## src/hw/rtl/tsqs_pkg.sv

```systemverilog
`default_nettype none
package tsqs_pkg;

  // Field widths
  localparam int unsigned CoordW   = 16;
  localparam int unsigned StatusW  = 9;
  localparam int unsigned PressW   = 8;
  localparam int unsigned CfgIdxW  = 3;
  localparam int unsigned InDataW  = 48;
  localparam int unsigned OutDataW = 40;

  // Serial step counter covers one pass of CoordW bits
  localparam int unsigned CntW = $clog2(CoordW);

  // Register indexes
  localparam logic [CfgIdxW-1:0] RegXLow   = 3'd0;
  localparam logic [CfgIdxW-1:0] RegXHigh  = 3'd1;
  localparam logic [CfgIdxW-1:0] RegYLow   = 3'd2;
  localparam logic [CfgIdxW-1:0] RegYHigh  = 3'd3;
  localparam logic [CfgIdxW-1:0] RegXSpan  = 3'd4;
  localparam logic [CfgIdxW-1:0] RegYSpan  = 3'd5;
  localparam logic [CfgIdxW-1:0] RegPenup  = 3'd6;

  // Register reset values
  localparam logic [CoordW-1:0] XLowRst  = 16'd0;
  localparam logic [CoordW-1:0] XHighRst = 16'd4095;
  localparam logic [CoordW-1:0] YLowRst  = 16'd0;
  localparam logic [CoordW-1:0] YHighRst = 16'd4095;
  localparam logic [CoordW-1:0] XSpanRst = 16'd320;
  localparam logic [CoordW-1:0] YSpanRst = 16'd480;
  localparam logic [CoordW-1:0] PenupRst = 16'd20;

  // Status word decoding
  localparam logic [2:0] OpsExpected = 3'd2;
  localparam logic [PressW-1:0] FullPressure = 8'd255;

endpackage
`default_nettype wire

```

## src/hw/rtl/touch_sample_qualify_scale.sv

```systemverilog
`default_nettype none
// Channel   Dir  Handshake                   Payload
// s_axis    in   s_axis_tvalid/s_axis_tready tdata: raw_x, raw_y, status_word, data_ready
//                                            tuser: cmd (0 sample, 1 tick)
// m_axis    out  m_axis_tvalid/m_axis_tready tdata: pos_x, pos_y, pressure; tuser: touching
// cfg       in   cfg_valid_i/cfg_ready_o     cfg_index_i, cfg_data_i (always ready)
//
// An accepted sample runs both axes in parallel lanes: first a bit-serial shift-add
// multiply, then a restoring division, then the final state that loads the output.
// A tick is handled in the idle state, or goes to the final state when it produces the pen-up report.
// One item is processed at a time; the result waits in the output register while
// the next item is accepted. A stalled output holds the block in its final state.
// Reset restores the register defaults and disarms the pen-up countdown.
module touch_sample_qualify_scale (
  input  wire                              clk_i,
  input  wire                              rst_ni,
  input  wire                              s_axis_tvalid,
  output logic                             s_axis_tready,
  // [15:0] raw_x, [31:16] raw_y, [40:32] status_word, [41] data_ready, [47:42] zero
  input  wire  [tsqs_pkg::InDataW-1:0]     s_axis_tdata,
  // [0] cmd
  input  wire                              s_axis_tuser,
  output logic                             m_axis_tvalid,
  input  wire                              m_axis_tready,
  // [15:0] pos_x, [31:16] pos_y, [39:32] pressure
  output logic [tsqs_pkg::OutDataW-1:0]    m_axis_tdata,
  // [0] touching
  output logic                             m_axis_tuser,
  input  wire                              cfg_valid_i,
  output logic                             cfg_ready_o,
  input  wire  [tsqs_pkg::CfgIdxW-1:0]     cfg_index_i,
  input  wire  [tsqs_pkg::CoordW-1:0]      cfg_data_i
);
  import tsqs_pkg::*;

  localparam logic [1:0] StIdle = 2'd0;
  localparam logic [1:0] StMul  = 2'd1;
  localparam logic [1:0] StDiv  = 2'd2;
  localparam logic [1:0] StFin  = 2'd3;
  localparam int unsigned ProdW = 2 * CoordW;
  localparam logic [CntW-1:0] CntLast = CntW'(CoordW - 1);

  // Configuration registers
  logic [CoordW-1:0] x_low_q, x_high_q, y_low_q, y_high_q;
  logic [CoordW-1:0] x_span_q, y_span_q, penup_ticks_q;

  assign cfg_ready_o = 1'b1;

  always_ff @(posedge clk_i or negedge rst_ni) begin
    if (!rst_ni) begin
      x_low_q       <= XLowRst;
      x_high_q      <= XHighRst;
      y_low_q       <= YLowRst;
      y_high_q      <= YHighRst;
      x_span_q      <= XSpanRst;
      y_span_q      <= YSpanRst;
      penup_ticks_q <= PenupRst;
    end else if (cfg_valid_i) begin
      case (cfg_index_i)
        RegXLow:  x_low_q       <= cfg_data_i;
        RegXHigh: x_high_q      <= cfg_data_i;
        RegYLow:  y_low_q       <= cfg_data_i;
        RegYHigh: y_high_q      <= cfg_data_i;
        RegXSpan: x_span_q      <= cfg_data_i;
        RegYSpan: y_span_q      <= cfg_data_i;
        RegPenup: penup_ticks_q <= cfg_data_i;
        default: ;
      endcase
    end
  end

  // Input field decode
  logic [CoordW-1:0]  raw_x, raw_y;
  logic [StatusW-1:0] status_word;
  logic               data_ready, cmd;
  logic               in_acc, sample_ok;

  assign raw_x       = s_axis_tdata[CoordW-1:0];
  assign raw_y       = s_axis_tdata[2*CoordW-1:CoordW];
  assign status_word = s_axis_tdata[2*CoordW+StatusW-1:2*CoordW];
  assign data_ready  = s_axis_tdata[2*CoordW+StatusW];
  assign cmd         = s_axis_tuser;
  assign in_acc      = s_axis_tvalid && s_axis_tready;
  assign sample_ok   = !cmd && data_ready && (status_word[8:6] == OpsExpected)
                       && (status_word[5:1] == 5'd0);

  // Per-lane operands: lane 0 is x, lane 1 is inverted y
  logic [CoordW-1:0] diff_w [2];
  logic [CoordW-1:0] span_w [2];
  logic              spok_w [2];
  logic [CoordW-1:0] res_w  [2];

  always_comb begin
    diff_w[0] = (raw_x >= x_low_q) ? raw_x - x_low_q : '0;
    diff_w[1] = (y_high_q >= raw_y) ? y_high_q - raw_y : '0;
    span_w[0] = x_high_q - x_low_q;
    span_w[1] = y_high_q - y_low_q;
    spok_w[0] = x_high_q > x_low_q;
    spok_w[1] = y_high_q > y_low_q;
    res_w[0]  = x_span_q;
    res_w[1]  = y_span_q;
  end

  // Control
  logic [1:0]        state_q, state_d;
  logic [CntW-1:0]   cnt_q, cnt_d;
  logic              penup_res_q, penup_res_d;
  logic [CoordW-1:0] penup_count_q, penup_count_d;
  logic              penup_armed_q, penup_armed_d;
  logic              out_valid_q, out_load;

  assign s_axis_tready = (state_q == StIdle);
  assign out_load      = (state_q == StFin) && (!out_valid_q || m_axis_tready);

  always_comb begin
    state_d       = state_q;
    cnt_d         = cnt_q;
    penup_res_d   = penup_res_q;
    penup_count_d = penup_count_q;
    penup_armed_d = penup_armed_q;
    case (state_q)
      StIdle: begin
        cnt_d = '0;
        if (in_acc && !cmd && sample_ok) begin
          penup_count_d = penup_ticks_q;
          penup_armed_d = 1'b1;
          penup_res_d   = 1'b0;
          state_d       = StMul;
        end else if (in_acc && cmd && penup_armed_q) begin
          if (penup_count_q > 16'd1) begin
            penup_count_d = penup_count_q - 16'd1;
          end else begin
            penup_count_d = '0;
            penup_armed_d = 1'b0;
            penup_res_d   = 1'b1;
            state_d       = StFin;
          end
        end
      end
      StMul: begin
        cnt_d = cnt_q + CntW'(1);
        if (cnt_q == CntLast) state_d = StDiv;
      end
      StDiv: begin
        cnt_d = cnt_q + CntW'(1);
        if (cnt_q == CntLast) state_d = StFin;
      end
      StFin: begin
        if (out_load) state_d = StIdle;
      end
      default: state_d = StIdle;
    endcase
  end

  always_ff @(posedge clk_i or negedge rst_ni) begin
    if (!rst_ni) begin
      state_q       <= StIdle;
      cnt_q         <= '0;
      penup_res_q   <= 1'b0;
      penup_count_q <= '0;
      penup_armed_q <= 1'b0;
    end else begin
      state_q       <= state_d;
      cnt_q         <= cnt_d;
      penup_res_q   <= penup_res_d;
      penup_count_q <= penup_count_d;
      penup_armed_q <= penup_armed_d;
    end
  end

  // Serial lanes: shift-add multiply, then restoring divide in the same register
  logic [ProdW-1:0]  prod_q [2];
  logic [CoordW-1:0] diff_q [2];
  logic [CoordW-1:0] span_q [2];
  logic              spok_q [2];
  logic [CoordW:0]   msum   [2];
  logic [CoordW:0]   dtrial [2];
  logic              dge    [2];
  logic [CoordW:0]   drem   [2];
  logic [CoordW-1:0] lane_out [2];

  always_comb begin
    for (int l = 0; l < 2; l++) begin
      msum[l]   = {1'b0, prod_q[l][ProdW-1:CoordW]}
                  + (prod_q[l][0] ? {1'b0, diff_q[l]} : '0);
      dtrial[l] = {prod_q[l][ProdW-1:CoordW], prod_q[l][CoordW-1]};
      dge[l]    = dtrial[l] >= {1'b0, span_q[l]};
      drem[l]   = dge[l] ? dtrial[l] - {1'b0, span_q[l]} : dtrial[l];
      // A span that is not positive (high not above low) gives 0; a difference at or beyond the span saturates
      if (!spok_q[l]) lane_out[l] = '0;
      else if (diff_q[l] >= span_q[l]) lane_out[l] = res_w[l];
      else lane_out[l] = prod_q[l][CoordW-1:0];
    end
  end

  always_ff @(posedge clk_i) begin
    for (int l = 0; l < 2; l++) begin
      if (state_q == StIdle && in_acc) begin
        prod_q[l] <= {{CoordW{1'b0}}, res_w[l]};
        diff_q[l] <= diff_w[l];
        span_q[l] <= span_w[l];
        spok_q[l] <= spok_w[l];
      end else if (state_q == StMul) begin
        prod_q[l] <= {msum[l], prod_q[l][CoordW-1:1]};
      end else if (state_q == StDiv && spok_q[l]) begin
        prod_q[l] <= {drem[l][CoordW-1:0], prod_q[l][CoordW-2:0], dge[l]};
      end
    end
  end

  // Output register
  logic [CoordW-1:0] pos_x_q, pos_y_q;
  logic              touch_q;

  always_ff @(posedge clk_i or negedge rst_ni) begin
    if (!rst_ni) begin
      out_valid_q <= 1'b0;
    end else if (out_load) begin
      out_valid_q <= 1'b1;
    end else if (m_axis_tready) begin
      out_valid_q <= 1'b0;
    end
  end

  always_ff @(posedge clk_i) begin
    if (out_load) begin
      pos_x_q <= penup_res_q ? '0 : lane_out[0];
      pos_y_q <= penup_res_q ? '0 : lane_out[1];
      touch_q <= !penup_res_q;
    end
  end

  assign m_axis_tvalid = out_valid_q;
  assign m_axis_tuser  = touch_q;
  assign m_axis_tdata  = {(touch_q ? FullPressure : {PressW{1'b0}}), pos_y_q, pos_x_q};

  // Checks
  a_penup_zero: assert property (@(posedge clk_i) disable iff (!rst_ni)
    (m_axis_tvalid && !m_axis_tuser) |-> (m_axis_tdata == '0))
    else $error("pen-up report with nonzero fields");

  a_load_from_fin: assert property (@(posedge clk_i) disable iff (!rst_ni)
    (out_load |=> out_valid_q) and ($rose(out_valid_q) |-> $past(state_q) == StFin))
    else $error("output register loaded outside final state");

  a_armed_in_calc: assert property (@(posedge clk_i) disable iff (!rst_ni)
    (state_q == StMul || state_q == StDiv) |-> penup_armed_q)
    else $error("scaling a sample without arming the pen-up countdown");

  a_x_in_range: assert property (@(posedge clk_i) disable iff (!rst_ni)
    (m_axis_tvalid && m_axis_tuser) |-> (m_axis_tdata[CoordW-1:0] <= x_span_q))
    else $error("x position beyond resolution");

endmodule
`default_nettype wire
```

## config.mk

```make
export PLATFORM = sky130hd
export DESIGN_NAME = touch_sample_qualify_scale
export DESIGN_NICKNAME = d
export VERILOG_FILES = /design/src/hw/rtl/tsqs_pkg.sv /design/src/hw/rtl/touch_sample_qualify_scale.sv
export SDC_FILE = /design/constraint.sdc
export NUM_CORES = 1
export LEC_CHECK = 0
export ABC_AREA = 1
export ABC_CLOCK_PERIOD_IN_PS = 4500
export BUFFER_PORTS_ARGS = -buffer_cell sky130_fd_sc_hd__buf_4
export CAP_MARGIN = 20
export CORE_MARGIN = 5
export CORE_UTILIZATION = 56
export CTS_CLUSTER_DIAMETER = 80
export DETAILED_ROUTE_END_ITERATION = 16
export GPL_TIMING_DRIVEN = 0
export PLACE_DENSITY = 0.86
export SETUP_SLACK_MARGIN = 0.1
export SYNTH_ARGS = -nofsm -noshare
export SYNTH_HDL_FRONTEND = slang
export SYNTH_SLANG_ARGS = --single-unit
export TNS_END_PERCENT = 100
```

## constraint.sdc

```tcl
create_clock -name clk_i -period 4.5 [get_ports clk_i]
set_input_delay 0.9 -clock clk_i [delete_from_list [all_inputs] [get_ports clk_i]]
set_output_delay 0.9 -clock clk_i [all_outputs]
set_load 0.02 [all_outputs]
```

==> impl.org <==
** Run status
- The run finished with clean final reports.

** Cells and area
- Of the cells placed in the final design, the portion with a size suffix greater than 1 is 9.42%.
- The register with the most flip-flops in the layout has 64 of them.
- Synthesis-to-layout area growth :: 12.9%
- The register with the most flip-flops in the final layout is prod_q.
- Regs by FF count :: prod_q x64, diff_q x32, span_q x32
- Fill cells in the final layout number 3032.
- Most frequent cells in the layout :: sky130_fd_sc_hd__nand2_1, sky130_fd_sc_hd__inv_1, sky130_fd_sc_hd__o21ai_0
- Final std cell area, no fill :: 0.0235 mm^2
- Leaving out fill and tap cells, the most frequent cell in the layout is sky130_fd_sc_hd__nand2_1.
- The repair_antennas step left the layout with diodes totalling 0.
- The multi-input combinational cells in the finished layout cover a total of 0.0104 mm^2.
- Cells fill 64.1% of the core in the end.
- Final standard cell count with taps included and fillers excluded :: 3323
- Number of nets in the final layout :: 3080
- FF+latch area :: 0.00836 mm^2

** Clocking
- Worst skew pair latency :: 0.54 ns
- For this design, the sink count on the clock tree is 300.
- Num CTS Buffers :: 35
- The number of setup buffers added after CTS is 0.
- The clock passes through at most 3 buffers.
- Root buffer selected by CTS :: sky130_fd_sc_hd__clkbuf_16
- Post-CTS repair changed the size of 0 cells.
- CTS H-Tree Depth :: 2
- After clock tree synthesis, the flow added hold-fix buffers numbering 0.
- TritonCTS built the clock tree.
- CTS clock-pin slew for the worst setup and hold paths :: 0.06 ns

** Global route
- Across every metal layer, demand over resource in global routing totals 28.1%.
- Maximum number of pins on one net before global-route repair :: 108
- For this run the aggregate overflow at the end of global routing stands at 0.
- The first global-routing pass estimated 93.8 mm of wire.
- The via count of the first global-routing pass came to 17900.
- Antenna violations before repair :: 0

** Setup path
- The signal on the critical path passes through inv_1 -> ha_1 -> nand2_1 -> inv_4 -> buf_12 -> nor4_4 -> nor2_2 -> clkbuf_1 -> nand2_2 -> buf_16.
- Reg-to-reg endpoint :: prod_q[1][9]$_DFFE_PP_
- The number of buffers and inverters on the critical path is 5.
- The number of cells on the worst reg-to-reg path is 10.
- Biggest cell delay along the critical path :: 0.63 ns
- Arrival time at the worst endpoint :: 4.11 ns
- The most critical setup path has its startpoint at state_q[0]$_DFFE_PN0P_.
- The startpoint identified for the worst register-to-register timing path is state_q[0]$_DFFE_PN0P_.
- Of all nets on the critical path, the largest fanout is 36.
- In this run the register-to-register setup slack is 0.63 ns.
- Sort of element at the end of the critical path :: flip-flop
- Critical path class :: reg -> reg
- Gate family responsible for the most delay along the worst path :: simple AND/OR/NAND/NOR gates
- Slowest stage cell, crit path :: sky130_fd_sc_hd__nor4_4
- Logic depth of the worst setup path including buffers :: 10
- The worst setup path is launched from a flip-flop.
- Required time of the worst setup path :: 4.74 ns

** Detailed routing
- Total wirelength of the detailed-routed design :: 59.0 mm
- Drt drc :: 0
- Iteration-0 DRC count of the detailed router :: 1990
- Drt first pass iters :: 6
- Remaining number of nets flagged by the antenna check after routing :: 0
- DR vias/cell :: 5.73
- Routed WL per cell :: 17.8 um
- For this block, the via count after detailed routing is 19000.

** Synthesis
- Synth Flop Type :: sky130_fd_sc_hd__edfxtp_1
- Post-synthesis compound-gate area fraction :: 12.6%
- Arithmetic-cell share of the synthesized area counting full adders, half adders and majority gates :: 10.9%
- Summing the areas of all and, or, nand and nor instances in the mapped netlist gives 23.5% of the synthesized area.
- The synthesized design contains 300 register bits.
- Area of the mapped netlist :: 0.0208 mm^2
- Summing the areas of all xor and xnor instances in the mapped netlist gives 2.82% of the synthesized area.
- Fraction of registers with async set/reset :: 45.7%
- The number of nets in the synthesized netlist is 2931.
- In the synthesized netlist, the number of instances is 2681.
- EDFF count, synth :: 163
- Largest family of logic cells by synthesized area :: simple AND/OR/NAND/NOR gates
- Warning count from the yosys run :: 0
- Dividing the synthesized area by the synthesized cell count gives 7.77 um^2.
- The netlist uses 52 different library cells.
- Sequential element share of the synthesized area :: 40.1%
- After synthesis, the share of cell area in mux cells is 0%.

** STA
- Setup violations remaining at the end of the flow were counted as 0.
- Final Hold Fails :: 0
- Post-route clock period utilization :: 86.1%
- In this run the tightest slew margin relative to its limit is 39.7%.
- Clock skew on the completed layout was measured at 0.0240 ns.
- Derived from the worst setup path, the maximum achievable clock frequency is 258 MHz.
- Final period demand of the worst path :: 3.87 ns
- Setup repair after global routing left no endpoint under its margin.
- Across all setup checks in the final design, the least slack found is 0.627 ns.
- Slew at the pin closest to its max-slew limit :: 0.903 ns
- The max-slew violation total from the final report was 0.
- After routing, the total negative slack on setup checks comes to 0 ns.
- Worst slack on hold paths :: 0.241 ns

** Run
- Number of maximum-capacitance violations :: 0

** Place
- The placed instances occupy a cell area of 0.0223 mm^2.
- Cell Count Post-Placement :: 3261
- Detailed Place HPWL :: 45.5 mm
- Port Buffer Count :: 108
- Routability-driven placement finished with a final weighted congestion of 0.970.
- OpenSTA, run right after detailed placement, puts the worst setup slack at 0.126 ns.

** Floorplanning
- The floorplan has 70 rows.
- During I/O placement, the number of pins put on the boundary was 117.
- Initial standard-cell utilization of the core :: 56.8%
- Area enclosed by the die boundary :: 0.0412 mm^2
- From bottom edge to top edge, the die measures 203 um.
- In this run the standard cell core region covers 0.0367 mm^2.
- Die width :: 203 um

** Power and ir drop
- Combinational share of power :: 52.4%
- For this design the total switching power over the nets is 7.13 mW.
- Total design power :: 15.9 mW
- Sequential Power Share :: 29.3%
- For this design the static power due to leakage is 11.9 nW.
- For this design the ratio of total power to cell area is 675 mW/mm^2.
- Of the total power, the share spent switching nets is 44.9%.
- Internal Pwr Total :: 8.75 mW
- Peak ir drop on the vdd network :: 0.452 mV
- Clock group share of total power :: 18.3%

** Min path
- Min-Delay Path Class :: in -> async
-- cells in the mapped netlist (all sizes together) (31+ instances only) --
master	count	area share (%)
a21oi	163	4.0
clkbuf	40	0.72
buf	35	1.2
ha	169	10
dfrtp	105	13
nor2	156	2.8
nand4	53	1.6
o21ai	203	4.9
edfxtp	163	23
dfstp	32	4.0
nand3b	42	1.5
nand2	723	13
xor2	36	1.5
inv	453	8.2
nand3	130	3.2
xnor2	31	1.3
-- kinds of logic (layout without fill, tap and decap cells) --
group / after synthesis / after routing
xor+xnor: 67 / 67
simple gates: 1142 / 1142
fa+ha+maj: 177 / 177
compound gates: 466 / 466
other cells: 1 / 1
buf+inv: 528 / 702
flops: 300 / 300
-- worst max path at each step --
| stage | to | slack (ns) |
|---|---|---|
| 2_1_floorplan | prod_q[0][0]$_DFFE_PP_ | 0.83 |
| 3_3_place_gp | prod_q[0][30]$_DFFE_PP_ | -0.49 |
| 3_5_place_dp | prod_q[1][28]$_SDFFCE_PP0P_ | 0.13 |
| 4_1_cts | prod_q[1][2]$_DFFE_PP_ | 0.28 |
| 5_1_grt | prod_q[0][20]$_DFFE_PP_ | 0.45 |
| 6_report | prod_q[1][9]$_DFFE_PP_ | 0.63 |
-- layer usage --
metal	vias to the layer above	part of all wire (%)	GRT usage (%)
met2	892	45	44.5
met1	8892	43	40.1
met5	-	0	0
met4	0	2.9	7.37
li1	9137	-	-
met3	123	9.6	5.24
-- worst register-to-register path, stage by stage (launching register included) --
cell and delay (ns):
sky130_fd_sc_hd__dfrtp_1 0.43, sky130_fd_sc_hd__inv_1 0.11, sky130_fd_sc_hd__ha_1 0.25, sky130_fd_sc_hd__nand2_1 0.35, sky130_fd_sc_hd__inv_4 0.29, sky130_fd_sc_hd__buf_12 0.28
sky130_fd_sc_hd__nor4_4 0.63, sky130_fd_sc_hd__nor2_2 0.23, sky130_fd_sc_hd__clkbuf_1 0.33, sky130_fd_sc_hd__nand2_2 0.44, sky130_fd_sc_hd__buf_16 0.22
-- area by class of cell --
cell class                 count  area share [%]
buffer                        75            1.67
multi-input combinational   1853            44.2
inverter                     453            7.24
clock inverter                18           0.761
clock buffer                  44            4.22
tap                          468            2.49
timing repair buffer         112            3.87
sequential                   300            35.6
-- power by group through the flow --
stage	Combinational, mW	Clock (mW)	Sequential, mW
2_1_floorplan	5.97	0	4.56
3_3_place_gp	7.80	0	4.69
3_5_place_dp	8.11	0	4.69
4_1_cts	8.19	2.91	4.65
5_1_grt	9.30	3.03	4.73
6_report	8.32	2.90	4.66
Note: power is estimated with default switching activity, not from simulation.
